--- config.mk ---
export PLATFORM = sky130hd
export DESIGN_NAME = light_switch_input_controller
export DESIGN_NICKNAME = d
export VERILOG_FILES = /design/src/rtl/core/lsic_pkg.sv /design/src/rtl/core/light_switch_input_controller.sv
export SDC_FILE = /design/constraint.sdc
export NUM_CORES = 1
export LEC_CHECK = 0
export ABC_CLOCK_PERIOD_IN_PS = 6600
export BUFFER_PORTS_ARGS = -buffer_cell sky130_fd_sc_hd__buf_2
export CORE_MARGIN = 5
export CORE_UTILIZATION = 47
export CTS_CLUSTER_DIAMETER = 50
export CTS_CLUSTER_SIZE = 25
export DETAILED_ROUTE_END_ITERATION = 8
export PLACE_DENSITY = 0.69
export SYNTH_ARGS = -nofsm -noshare
export SYNTH_HDL_FRONTEND = slang
export SYNTH_SLANG_ARGS = --single-unit
export TNS_END_PERCENT = 20
--- constraint.sdc ---
create_clock -name clk -period 6.6 [get_ports clk]
set_clock_uncertainty 0.1 [all_clocks]
set_input_delay 1.32 -clock clk [delete_from_list [all_inputs] [get_ports clk]]
set_output_delay 1.32 -clock clk [all_outputs]
set_load 0.1 [all_outputs]
--- src/rtl/core/lsic_pkg.sv ---
// Shared types and constants for the light switch input controller.
`timescale 1ns / 1ps
`default_nettype none

package lsic_pkg;

  // Command codes carried in s_tuser.
  typedef enum logic [2:0] {
    CMD_SAMPLE = 3'd0,
    CMD_ON     = 3'd1,
    CMD_OFF    = 3'd2,
    CMD_TOGGLE = 3'd3,
    CMD_RESET  = 3'd4,
    CMD_READ   = 3'd5
  } cmd_t;

  // Device kinds.
  localparam logic [1:0] KIND_ONOFF   = 2'd0;
  localparam logic [1:0] KIND_TIMED   = 2'd1;
  localparam logic [1:0] KIND_HEATER  = 2'd2;
  localparam logic [1:0] KIND_COUNTER = 2'd3;

  // Input modes.
  localparam logic [2:0] MODE_PRESS_RELEASE = 3'd0;
  localparam logic [2:0] MODE_PRESS_HOLD    = 3'd1;
  localparam logic [2:0] MODE_COUNT_UP      = 3'd2;
  localparam logic [2:0] MODE_HEAT_ON       = 3'd3;
  localparam logic [2:0] MODE_HEAT_OFF      = 3'd4;

  // Press event codes.
  localparam logic [2:0] EV_NONE              = 3'd0;
  localparam logic [2:0] EV_MOMENTARY         = 3'd1;
  localparam logic [2:0] EV_LONG              = 3'd2;
  localparam logic [2:0] EV_CENTRAL_MOMENTARY = 3'd3;
  localparam logic [2:0] EV_CENTRAL_LONG      = 3'd4;
  localparam logic [2:0] EV_REPORT            = 3'd5;

  // Configuration register indexes.
  localparam logic [2:0] REG_DEVICE_KIND    = 3'd0;
  localparam logic [2:0] REG_INPUT_MODE     = 3'd1;
  localparam logic [2:0] REG_ON_TIMEOUT_MS  = 3'd2;
  localparam logic [2:0] REG_LONG_PRESS_MS  = 3'd3;
  localparam logic [2:0] REG_SETTLE_MS      = 3'd4;
  localparam logic [2:0] REG_CENTRAL_BUTTON = 3'd5;
  localparam logic [2:0] REG_LEVEL_OFF      = 3'd6;
  localparam logic [2:0] REG_LEVEL_ON       = 3'd7;

  // Reset values of the timing registers.
  localparam logic [31:0] ON_TIMEOUT_RESET = 32'd60000;
  localparam logic [15:0] LONG_PRESS_RESET = 16'd1000;
  localparam logic [15:0] SETTLE_RESET     = 16'd100;

  // One result item, lowest field last.
  typedef struct packed {
    logic [31:0] count_value;
    logic        turned_off;
    logic        turned_on;
    logic        is_on;
    logic [7:0]  drive_level;
    logic [2:0]  press_event;
  } result_t;

endpackage

`default_nettype wire

--- src/rtl/core/light_switch_input_controller.sv ---
// Top level of the light switch input controller for one output channel.
`timescale 1ns / 1ps
`default_nettype none

// One channel of a switch controller. Each input item holds a command (s_tuser) plus the
// sampled button level and a millisecond tick (s_tdata); each item gives exactly one result
// item with the press event, the drive level, on/off status, change pulses and, for a counter
// read, the counter value before clearing. The block takes one item per clock cycle and
// returns its result in the next cycle: the whole state update (timer tick, timer checks,
// press classification and command) is one pass of logic between the state registers and the
// result register. The input stalls only while the result register holds an item that the
// downstream side has not yet taken. Configuration is written through cfg_we / cfg_index /
// cfg_data and takes effect at once; write it only while no item is in flight. Writing the
// pulse counter kind to device_kind restarts the on timer.
module light_switch_input_controller (
  input  wire logic        clk,
  input  wire logic        rst,
  // Configuration write port.
  input  wire logic        cfg_we,
  input  wire logic [2:0]  cfg_index,
  input  wire logic [31:0] cfg_data,
  // Input stream.
  input  wire logic        s_tvalid,
  output logic             s_tready,
  input  wire logic [7:0]  s_tdata,   // [0] button_level, [1] ms_tick, rest zero
  input  wire logic [2:0]  s_tuser,   // [2:0] command
  // Result stream.
  output logic             m_tvalid,
  input  wire logic        m_tready,
  // [2:0] press_event, [10:3] drive_level, [11] is_on, [12] turned_on,
  // [13] turned_off, [45:14] count_value, rest zero
  output logic [47:0]      m_tdata
);
  import lsic_pkg::*;

  // Configuration registers.
  logic [1:0]  device_kind;
  logic [2:0]  input_mode;
  logic [31:0] on_timeout_ms;
  logic [15:0] long_press_ms;
  logic [15:0] settle_ms;
  logic        central_button;
  logic [7:0]  level_off;
  logic [7:0]  level_on;

  // Channel state.
  logic        output_on, output_on_next;
  logic        last_level, last_level_next;
  logic        press_active, press_active_next;
  logic [15:0] hold_elapsed, hold_elapsed_next;
  logic        hold_done, hold_done_next;
  logic [15:0] settle_elapsed, settle_elapsed_next;
  logic        settle_done, settle_done_next;
  logic [31:0] on_elapsed, on_elapsed_next;
  logic        on_done, on_done_next;
  logic [31:0] pulse_count, pulse_count_next;

  result_t     result, result_next;
  logic        accept;
  logic        level;
  logic        tick;
  cmd_t        command;

  // The result register frees up either when empty or when its item leaves this cycle.
  assign s_tready = !m_tvalid || m_tready;
  assign accept   = s_tvalid && s_tready;
  assign level    = s_tdata[0];
  assign tick     = s_tdata[1];
  assign command  = cmd_t'(s_tuser);
  assign m_tdata  = {2'b00, result};

  always_comb begin
    logic        change;
    logic        on_check;
    logic        heater_forced;
    logic [2:0]  event_code;
    logic [31:0] count;

    output_on_next      = output_on;
    last_level_next     = last_level;
    press_active_next   = press_active;
    hold_done_next      = hold_done;
    settle_done_next    = settle_done;
    on_done_next        = on_done;
    pulse_count_next    = pulse_count;
    change              = 1'b0;
    event_code          = EV_NONE;
    count               = '0;
    heater_forced       = (device_kind == KIND_HEATER) && (input_mode == MODE_HEAT_ON);

    // Timers advance on a tick while running and stop at full scale.
    hold_elapsed_next   = hold_elapsed
                        + {15'd0, tick && !hold_done && (hold_elapsed != 16'hFFFF)};
    settle_elapsed_next = settle_elapsed
                        + {15'd0, tick && !settle_done && (settle_elapsed != 16'hFFFF)};
    on_elapsed_next     = on_elapsed
                        + {31'd0, tick && !on_done && (on_elapsed != 32'hFFFF_FFFF)};

    on_check = !on_done && (on_elapsed_next > on_timeout_ms);

    unique case (command)
      CMD_SAMPLE: begin
        if (on_check) begin
          on_done_next = 1'b1;
        end
        if (on_check && device_kind == KIND_COUNTER) begin
          // Periodic counter report; the button is not looked at this time.
          on_elapsed_next = '0;
          on_done_next    = 1'b0;
          event_code      = EV_REPORT;
        end else begin
          if (on_check && device_kind == KIND_TIMED) begin
            output_on_next = 1'b0;
            change         = 1'b1;
          end
          if (input_mode == MODE_PRESS_RELEASE) begin
            last_level_next = level;
            if (level) begin
              if (!press_active) begin
                hold_elapsed_next = '0;
                hold_done_next    = 1'b0;
              end
              press_active_next = 1'b1;
            end else if (press_active) begin
              press_active_next = 1'b0;
              if (!hold_done && (hold_elapsed_next > long_press_ms)) begin
                hold_done_next = 1'b1;
                event_code     = central_button ? EV_CENTRAL_LONG : EV_LONG;
              end else begin
                event_code     = central_button ? EV_CENTRAL_MOMENTARY : EV_MOMENTARY;
              end
            end
          end else if (input_mode == MODE_PRESS_HOLD || input_mode == MODE_HEAT_OFF) begin
            if ((last_level != level) && !press_active) begin
              last_level_next     = level;
              press_active_next   = 1'b1;
              settle_elapsed_next = '0;
              settle_done_next    = 1'b0;
            end else if (!settle_done && (settle_elapsed_next > settle_ms)) begin
              settle_done_next  = 1'b1;
              press_active_next = 1'b0;
              event_code        = EV_MOMENTARY;
            end
          end else if (input_mode == MODE_COUNT_UP) begin
            last_level_next = level;
            if (level) begin
              press_active_next = 1'b1;
            end else if (press_active) begin
              // A full counter keeps the press pending and reports until it is read.
              if (pulse_count == 32'hFFFF_FFFF) begin
                event_code = EV_REPORT;
              end else begin
                pulse_count_next  = pulse_count + 32'd1;
                press_active_next = 1'b0;
              end
            end
          end
        end
      end
      CMD_ON: begin
        if (device_kind == KIND_ONOFF || device_kind == KIND_TIMED || heater_forced) begin
          output_on_next = 1'b1;
          change         = 1'b1;
        end
        if (device_kind == KIND_TIMED) begin
          on_elapsed_next = '0;
          on_done_next    = 1'b0;
        end
      end
      CMD_OFF: begin
        if (device_kind == KIND_ONOFF || device_kind == KIND_TIMED || heater_forced) begin
          output_on_next = 1'b0;
          change         = 1'b1;
        end
      end
      CMD_TOGGLE: begin
        if (device_kind == KIND_HEATER) begin
          // The heater simply follows the input level.
          output_on_next = level;
        end else if (device_kind != KIND_COUNTER) begin
          output_on_next = !output_on;
          change         = 1'b1;
          if (!output_on && device_kind == KIND_TIMED) begin
            on_elapsed_next = '0;
            on_done_next    = 1'b0;
          end
        end
      end
      CMD_RESET: begin
        output_on_next = 1'b0;
        change         = 1'b0;
      end
      CMD_READ: begin
        count            = pulse_count;
        pulse_count_next = '0;
      end
      default: begin
      end
    endcase

    result_next.press_event = event_code;
    result_next.drive_level = output_on_next ? level_on : level_off;
    result_next.is_on       = output_on_next;
    result_next.turned_on   = change && output_on_next;
    result_next.turned_off  = change && !output_on_next;
    result_next.count_value = count;
  end

  always_ff @(posedge clk) begin
    if (rst) begin
      device_kind    <= KIND_ONOFF;
      input_mode     <= MODE_PRESS_RELEASE;
      on_timeout_ms  <= ON_TIMEOUT_RESET;
      long_press_ms  <= LONG_PRESS_RESET;
      settle_ms      <= SETTLE_RESET;
      central_button <= 1'b0;
      level_off      <= 8'd0;
      level_on       <= 8'd255;
      output_on      <= 1'b0;
      last_level     <= 1'b0;
      press_active   <= 1'b0;
      hold_elapsed   <= '0;
      hold_done      <= 1'b1;
      settle_elapsed <= '0;
      settle_done    <= 1'b1;
      on_elapsed     <= '0;
      on_done        <= 1'b1;
      pulse_count    <= '0;
      m_tvalid       <= 1'b0;
    end else begin
      if (accept) begin
        output_on      <= output_on_next;
        last_level     <= last_level_next;
        press_active   <= press_active_next;
        hold_elapsed   <= hold_elapsed_next;
        hold_done      <= hold_done_next;
        settle_elapsed <= settle_elapsed_next;
        settle_done    <= settle_done_next;
        on_elapsed     <= on_elapsed_next;
        on_done        <= on_done_next;
        pulse_count    <= pulse_count_next;
        m_tvalid       <= 1'b1;
      end else if (m_tready) begin
        m_tvalid       <= 1'b0;
      end
      if (cfg_we) begin
        unique case (cfg_index)
          REG_DEVICE_KIND: begin
            device_kind <= cfg_data[1:0];
            if (cfg_data[1:0] == KIND_COUNTER) begin
              on_elapsed <= '0;
              on_done    <= 1'b0;
            end
          end
          REG_INPUT_MODE:     input_mode     <= cfg_data[2:0];
          REG_ON_TIMEOUT_MS:  on_timeout_ms  <= cfg_data;
          REG_LONG_PRESS_MS:  long_press_ms  <= cfg_data[15:0];
          REG_SETTLE_MS:      settle_ms      <= cfg_data[15:0];
          REG_CENTRAL_BUTTON: central_button <= cfg_data[0];
          REG_LEVEL_OFF:      level_off      <= cfg_data[7:0];
          REG_LEVEL_ON:       level_on       <= cfg_data[7:0];
          default: begin
          end
        endcase
      end
    end
  end

  always_ff @(posedge clk) begin
    if (accept) begin
      result <= result_next;
    end
  end

  // A result never reports both a change to on and a change to off.
  assert property (@(posedge clk) disable iff (rst)
    m_tvalid |-> !(result.turned_on && result.turned_off))
    else $error("result marks both turned_on and turned_off");

  // Every accepted item leaves a result in the output register next cycle.
  assert property (@(posedge clk) disable iff (rst)
    accept |=> m_tvalid)
    else $error("accepted item produced no result");

  // The pulse counter only steps by one or clears on a read, and only for an accepted item.
  assert property (@(posedge clk) disable iff (rst)
    !$stable(pulse_count) |-> $past(accept) &&
      ((pulse_count == $past(pulse_count) + 32'd1) || (pulse_count == 32'd0)))
    else $error("pulse counter changed unexpectedly");

  // Press events stay within the defined codes.
  assert property (@(posedge clk) disable iff (rst)
    m_tvalid |-> (result.press_event <= EV_REPORT))
    else $error("undefined press event code");

endmodule

`default_nettype wire
==> implementation parameters, run 1 <==
Parameter                              Value

Status
  Result of the run    complete, no violations

Floorplan
  Die area    approximately 30000 sq um
  I/O pin count    between 100 and 150
  Floorplan row count    60
  Chip Height    175 microns
  Core Region    ~27000 sq um
  Starting density of the core    0.475
  Die X    175 microns

Worst hold path
  Type of the worst min-delay path    reg -> reg
  Count of cells along the worst hold path    2

Worst setup path
  Cells traversed along the worst timing path    nand4_1, or3_1, nor3_1, nor3b_1, ha_1, ha_1, nand3_1, nor4_1, nand3_1, nor2_1, xnor2_1, inv_1, ha_1, nand4_2, nor4_2, or3b_1, a41oi_4, o21ai_2, a31oi_4, mux2_2
  Register-to-Register Path Depth    20
  Cell occurring most often along the worst timing path    ha_1
  Highest net fanout along the worst path    9
  Category of the worst setup path capture point    flop
  Slowest library cell on the worst path    or3_1
  Max stage delay on crit path    ~480 ps
  Startpoint class of the critical path    flop
  Class of the most critical setup path    reg -> reg
  Required @ worst endpoint    6790 ps
  Arrival time of data at the critical path endpoint    6110 ps

Pwr
  Static leakage    approximately 5.7 nW
  Max IR drop VDD    around 190 uV
  Power density cells    around 240 nW/um^2

STA
  Final critical-path required period    slightly below 6000 ps
  Fin crit share    0.897
  Timing-limited maximum frequency    between 150 and 200 MHz
  Max Slew Vio Count    0
  RSZ-0062 raised after global routing    no
  Headroom to the max-slew limit    0.229
  Number of endpoints failing setup at the final stage    0
  Final worst hold slack    about 350 ps
  Post-route setup slack    between 600 and 700 ps
  Final total negative setup slack    0 ps
  Number of endpoints with negative hold slack in the final report    0
  Worst-Margin Slew    approximately 1200 ps

Drt
  Final routed wirelength across all metal layers    approximately 31000 microns
  Violation count after the first detailed-routing iteration    598
  Total iterations of the first detailed-routing run    5
  Routed len/inst    15.7 microns
  Remaining routing DRC violations    0
  Via density    5.51
  Overall via count from detail_route    ~11000
  Final ANT Viol Nets    0

Cells and area
  Total number of nets in the final design    approximately 1700
  Relative area change from synthesis to final layout    13.6%
  Most common cell after layout, fill and taps aside    nand2_1
  Most frequent cells in the layout    nand2_1, dfxtp_1, nor2_1
  Layout cells sized above 1    0.124
  Core utilization of the finished layout    0.540
  Fill cell count    around 2400

Logic synthesis
  Area fraction of the dominant cell type after synthesis    0.297
  Fraction of synthesis flops using an asynchronous set or reset pin    0
  Synth warnings    0
  FF+latch count, synth    ~240
  Per-instance average area after synthesis    approximately 8.4 sq um
  Synth area leaders    dfxtp_1, edfxtp_1, nand2_1
  Most common flop cell mapped by yosys    dfxtp_1
  Area of the mapped netlist    around 13000 sq um
  Cell type with the largest total area after synthesis    dfxtp_1
  Sequential share of the synthesized area    0.405
  Unique cell type count in the Yosys netlist    73
  Number of enable-type register cells in the synthesized netlist    46
  Synth Instances    between 1500 and 2000

GRT
  First-pass GRT wire length    between 50000 and 60000 microns
  Pin count of the biggest net entering global routing    between 70 and 80
  Total global routing overflow    0
  Number of antenna violations at the first check in global routing    5
  Total routing resource utilization after global routing    0.195
  Vias in the first global route    roughly 10000

Clock network
  CTS H-tree lvls    1
  Num Clock Sinks    approximately 240
  CTS-repair resized insts    0
  Number of clock buffers inserted by TritonCTS    30
  Clock-pin transition on the worst setup and hold timing paths    approximately 60 ps
  Maximum root-to-sink buffer count    3
  Post-CTS setup repair buffer count    0
  Clock tree from TritonCTS    done
  Clk_lat worst skew    550 ps
  Root cell of the clock tree    clkbuf_16
  Cts hold-fix bufs    0

Placement
  Last weighted congestion value of the routability-driven placer    0.825
  DP Wirelength    between 20000 and 25000 microns
  Buffers on Ports    92
  Worst setup slack after placement    approximately 250 ps

Run
  Count of max-cap constraint violations    0
[cells in the mapped netlist (9+ instances only)]
cell and n:
nand3_1 65, edfxtp_1 46, o31ai_1 14, nor2b_1 11, xor2_1 48, nand4_1 41
xnor2_1 49, dfxtp_1 189, nor3_1 21, a21oi_1 110, mux2_2 9, o211ai_1 22
a31oi_1 14, o21ai_0 34, nand2_1 269, nand2b_1 23, and3_1 17, ha_1 72
or3_1 12, inv_1 93, or4_1 12, and2_1 43, mux2i_1 18, nor2_1 117
clkbuf_1 54
[worst max-delay path: cells and delay by family (launching register included)]
family | cells | cell delay (ps)
buffers and inverters | 1 | 70
AO/OA/AOI/OAI | 3 | 910
AND/OR/NAND/NOR | 11 | 2760
adder cells (fa/ha/maj) | 3 | 780
flip-flops | 1 | 450
XOR/XNOR | 1 | 200
multiplexers | 1 | 390
[per-layer routing]
layer,up-vias,global-route usage,wire (microns)
met1,5108,0.250,13800
li1,5396,-,-
met2,197,0.336,14400
met5,-,0,23
met4,6,0.0494,645
met3,50,0.0413,1600
[registers in the layout, indices dropped and copies added (netlist names), 16 cells and up]
register,cells
on_elapsed,32
pulse_count,32
on_timeout_ms,32
settle_ms,16
hold_elapsed,16
settle_elapsed,16
m_tdata,46
long_press_ms,16
[kinds of logic (layout without fill, tap and decap cells)]
group,Yosys count,after routing,synth area share
multiplexers,27,27,0.0221
other,1,4,0.000294
XOR/XNOR,97,97,0.0667
AND/OR/NAND/NOR,670,670,0.253
adder cells (fa/ha/maj),72,72,0.0707
buffers and inverters,168,256,0.0543
flip-flops,235,235,0.405
AO/OA/AOI/OAI,249,249,0.128
[report_power, final]
group	switching, W	internal [W]
combinational	0.000249	0.0000630
clock	0.000681	0.00102
sequential	0.0000132	0.00149
total	0.000944	0.00258
[path summary, 6_finish.rpt]
kind,start,end,slack [ps]
max,on_elapsed[4],m_tdata[8],680
min,settle_ms[4],settle_ms[4],350
max reg2reg,on_elapsed[4],m_tdata[8],680
min reg2reg,settle_ms[4],settle_ms[4],350
[metrics by stage]
step,total power (W),cell area [sq um],instances
after floorplan,0.00178,12700,1520
after global placement,0.00185,13400,1893
after detailed placement,0.00185,13400,1893
after CTS,0.00355,14500,1949
after global routing,0.00363,14500,1951
final,0.00352,14500,1951
[area by class of cell]
class	count	area, sq um	share of cell area
diodes	2	5.00	0.000346
clock buffers	36	856	0.0591
clock inverters	20	205	0.0142
inverters	94	353	0.0244
multi-input cells	1117	6900	0.477
flip-flops and latches	235	5160	0.357
well taps	341	427	0.0295
repair buffers	106	566	0.0391
Power figures use the tool's default switching activity.
==> run 2: changes to the inputs <==
- CELL_PAD_IN_SITES_DETAIL_PLACEMENT: not set -> 0
- CELL_PAD_IN_SITES_GLOBAL_PLACEMENT: not set -> 2
- CORE_UTILIZATION: 47 -> 37
- PLACE_DENSITY: 0.69 -> 0.84
==> run 2 against run 1 <==
Critical endpoint is now on_elapsed[30]. Combinational power is 3% higher. Worst setup slack better by 240 ps. Sequential power about the same. Sequential share of layout area fell by 0.97 points. Die area is 25% higher. Wire length up 8.0%. Clock power up 12%. Core utilization fell by 11 points. Highest routed layer unchanged. Critical path type unchanged. First-iteration DRC count fell by 3.0%.
==> implementation parameters, run 2 (synthesis gave the netlist of run 1 again) <==
Parameter                              Value

Drt
  Via density    5.06 (was 5.51)
  Total iterations of the first detailed-routing run    4 (was 5)
  Overall via count from detail_route    10500 (was 10800)
  Final ANT Viol Nets    0 (unchanged)
  Routed len/inst    15.8 microns (was 15.7 microns)
  Violation count after the first detailed-routing iteration    580 (was 598)
  Final routed wirelength across all metal layers    33000 microns (was 30500 microns)
  Remaining routing DRC violations    0 (unchanged)

Worst setup path
  Highest net fanout along the worst path    12 (was 9)
  Required @ worst endpoint    6870 ps (was 6790 ps)
  Startpoint class of the critical path    flop (unchanged)
  Category of the worst setup path capture point    flop (unchanged)
  Reg-to-reg setup timing slack    920 ps (was 680 ps)
  Startpoint of the lowest-slack register-to-register path    on_elapsed[13] (was on_elapsed[4])
  Class of the most critical setup path    reg -> reg (unchanged)
  Endpoint of the lowest-slack register-to-register path    on_elapsed[30] (was m_tdata[8])
  Register-to-Register Path Depth    25 (was 20)
  Arrival time of data at the critical path endpoint    5960 ps (was 6110 ps)

GRT
  Total global routing overflow    0 (unchanged)
  Vias in the first global route    10300 (about the same)
  Pin count of the biggest net entering global routing    41 (was 76)
  Total routing resource utilization after global routing    0.170 (was 0.195)
  Number of antenna violations at the first check in global routing    4 (was 5)
  First-pass GRT wire length    54100 microns (was 50500 microns)

STA
  Number of endpoints failing setup at the final stage    0 (unchanged)
  Final worst hold slack    351 ps (was 354 ps)
  Timing-limited maximum frequency    176 MHz (was 169 MHz)
  Final critical-path required period    5680 ps (was 5920 ps)
  RSZ-0062 raised after global routing    no (unchanged)
  Fin crit share    0.861 (was 0.897)
  Worst-Margin Slew    1180 ps (was 1160 ps)
  Headroom to the max-slew limit    0.217 (was 0.229)
  Number of endpoints with negative hold slack in the final report    0 (unchanged)
  Final total negative setup slack    0 ps (unchanged)
  Max Slew Vio Count    0 (unchanged)

Clock network
  Post-CTS setup repair buffer count    0 (unchanged)
  Cts hold-fix bufs    0 (unchanged)
  Clock-pin transition on the worst setup and hold timing paths    50 ps (was 60 ps)
  Clock tree from TritonCTS    done (unchanged)
  CTS H-tree lvls    2 (was 1)
  Maximum root-to-sink buffer count    3 (unchanged)
  Clk_lat worst skew    510 ps (was 550 ps)
  Number of clock buffers inserted by TritonCTS    35 (was 30)
  CTS-repair resized insts    0 (unchanged)
  Num Clock Sinks    235 (unchanged)
  Root cell of the clock tree    clkbuf_16 (unchanged)

Floorplan
  I/O pin count    101 (unchanged)
  Starting density of the core    0.372 (was 0.475)
  Die area    38200 sq um (was 30500 sq um)
  Die X    196 microns (was 175 microns)
  Core Region    34300 sq um (was 26800 sq um)
  Floorplan row count    68 (was 60)
  Chip Height    196 microns (was 175 microns)

Cells and area
  Most frequent cells in the layout    nand2_1, dfxtp_1, nor2_1 (unchanged)
  Largest register FFs    46 (unchanged)
  Layout cells sized above 1    0.130 (was 0.124)
  Relative area change from synthesis to final layout    16.8% (was 13.6%)
  Final design instance area without fill    14900 sq um (was 14500 sq um)
  Total number of nets in the final design    1721 (was 1707)
  Fill cell count    3419 (was 2441)
  Most common cell after layout, fill and taps aside    nand2_1 (unchanged)

Pwr
  Power density cells    251 nW/um^2 (was 243 nW/um^2)
  Total power consumption of the routed design    0.00374 W (was 0.00352 W)
  Static leakage    5.80 nW (was 5.67 nW)
  Max IR drop VDD    165 uV (was 185 uV)

Status
  Result of the run    complete, no violations (unchanged)

Placement
  Buffers on Ports    92 (unchanged)
  Standard cell area after detailed placement    13700 sq um (was 13400 sq um)
  Last weighted congestion value of the routability-driven placer    0.829 (was 0.825)
  DP Wirelength    23500 microns (was 21600 microns)

Worst hold path
  Count of cells along the worst hold path    2 (unchanged)
  Worst Hold Launch    settle_ms[10] (was settle_ms[4])
  Worst Hold Path EP    settle_ms[10] (was settle_ms[4])
  Type of the worst min-delay path    reg -> reg (unchanged)

Run
  Count of max-cap constraint violations    0 (unchanged)
[run 2: power by group]
group	leakage, nW	total [W]	internal (W)	switching [W]
Combinational	3.22	0.000321	0.0000678	0.000253
Clock	0.593	0.00191	0.00119	0.000723
Sequential	1.99	0.00151	0.00149	0.0000130
[run 2: critical path: stages, from the launching register on]
cell	delay [ps]
dfxtp_1	370
and3_1	260
and3_1	240
nand2_1	110
nor3_1	60
nor3b_1	190
ha_1	220
ha_1	210
nand3_1	120
nor4_1	320
nand3_1	130
buf_4	180
nor2_1	130
xnor2_1	150
inv_1	70
ha_1	320
nand4_2	160
nor4_2	460
or3b_1	440
a41oi_4	320
buf_4	190
o2111ai_4	130
buf_4	240
a31oi_1	170
buf_4	180
o21ai_0	80
[run 2: worst max-delay path by stage]
stage	start	end	slack (ps)	cells past startpoint
6_report	on_elapsed[13]	on_elapsed[30]	920	25
5_1_grt	on_elapsed[13]	hold_elapsed[6]	340	23
4_1_cts	on_elapsed[13]	on_elapsed[30]	820	25
3_5_place_dp	s_tdata[1]	on_elapsed[30]	330	22
3_3_place_gp	s_tdata[1]	on_elapsed[20]	390	22
2_1_floorplan	s_tdata[1]	m_tdata[10]	1030	17
[run 2: through the flow]
| stage | util | setup slack [ps] | std cells |
|---|---|---|---|
| 2_1_floorplan | - | 1030 | 1520 |
| 3_3_place_gp | 0.399 | 393 | 2016 |
| 3_5_place_dp | 0.399 | 331 | 2016 |
| 4_1_cts | 0.434 | 820 | 2079 |
| 5_1_grt | 0.434 | 345 | 2081 |
| 6_report | 0.434 | 919 | 2081 |
[run 2: area by class of cell]
| cell class | count | area, sq um | share of cell area |
|---|---|---|---|
| timing repair buffer | 115 | 683 | 0.0459 |
| clock buffer | 43 | 968 | 0.0651 |
| clock inverter | 20 | 235 | 0.0158 |
| inverter | 94 | 354 | 0.0238 |
| multi-input combinational | 1117 | 6900 | 0.464 |
| antenna | 2 | 5.00 | 0.000336 |
| sequential | 235 | 5160 | 0.347 |
| tap | 455 | 569 | 0.0383 |
[run 2: metal layers]
layer,global-route usage,wire [microns]
met1,0.222,15400
met3,0.0338,1220
met2,0.291,15700
met4,0.0406,651
met5,0,27
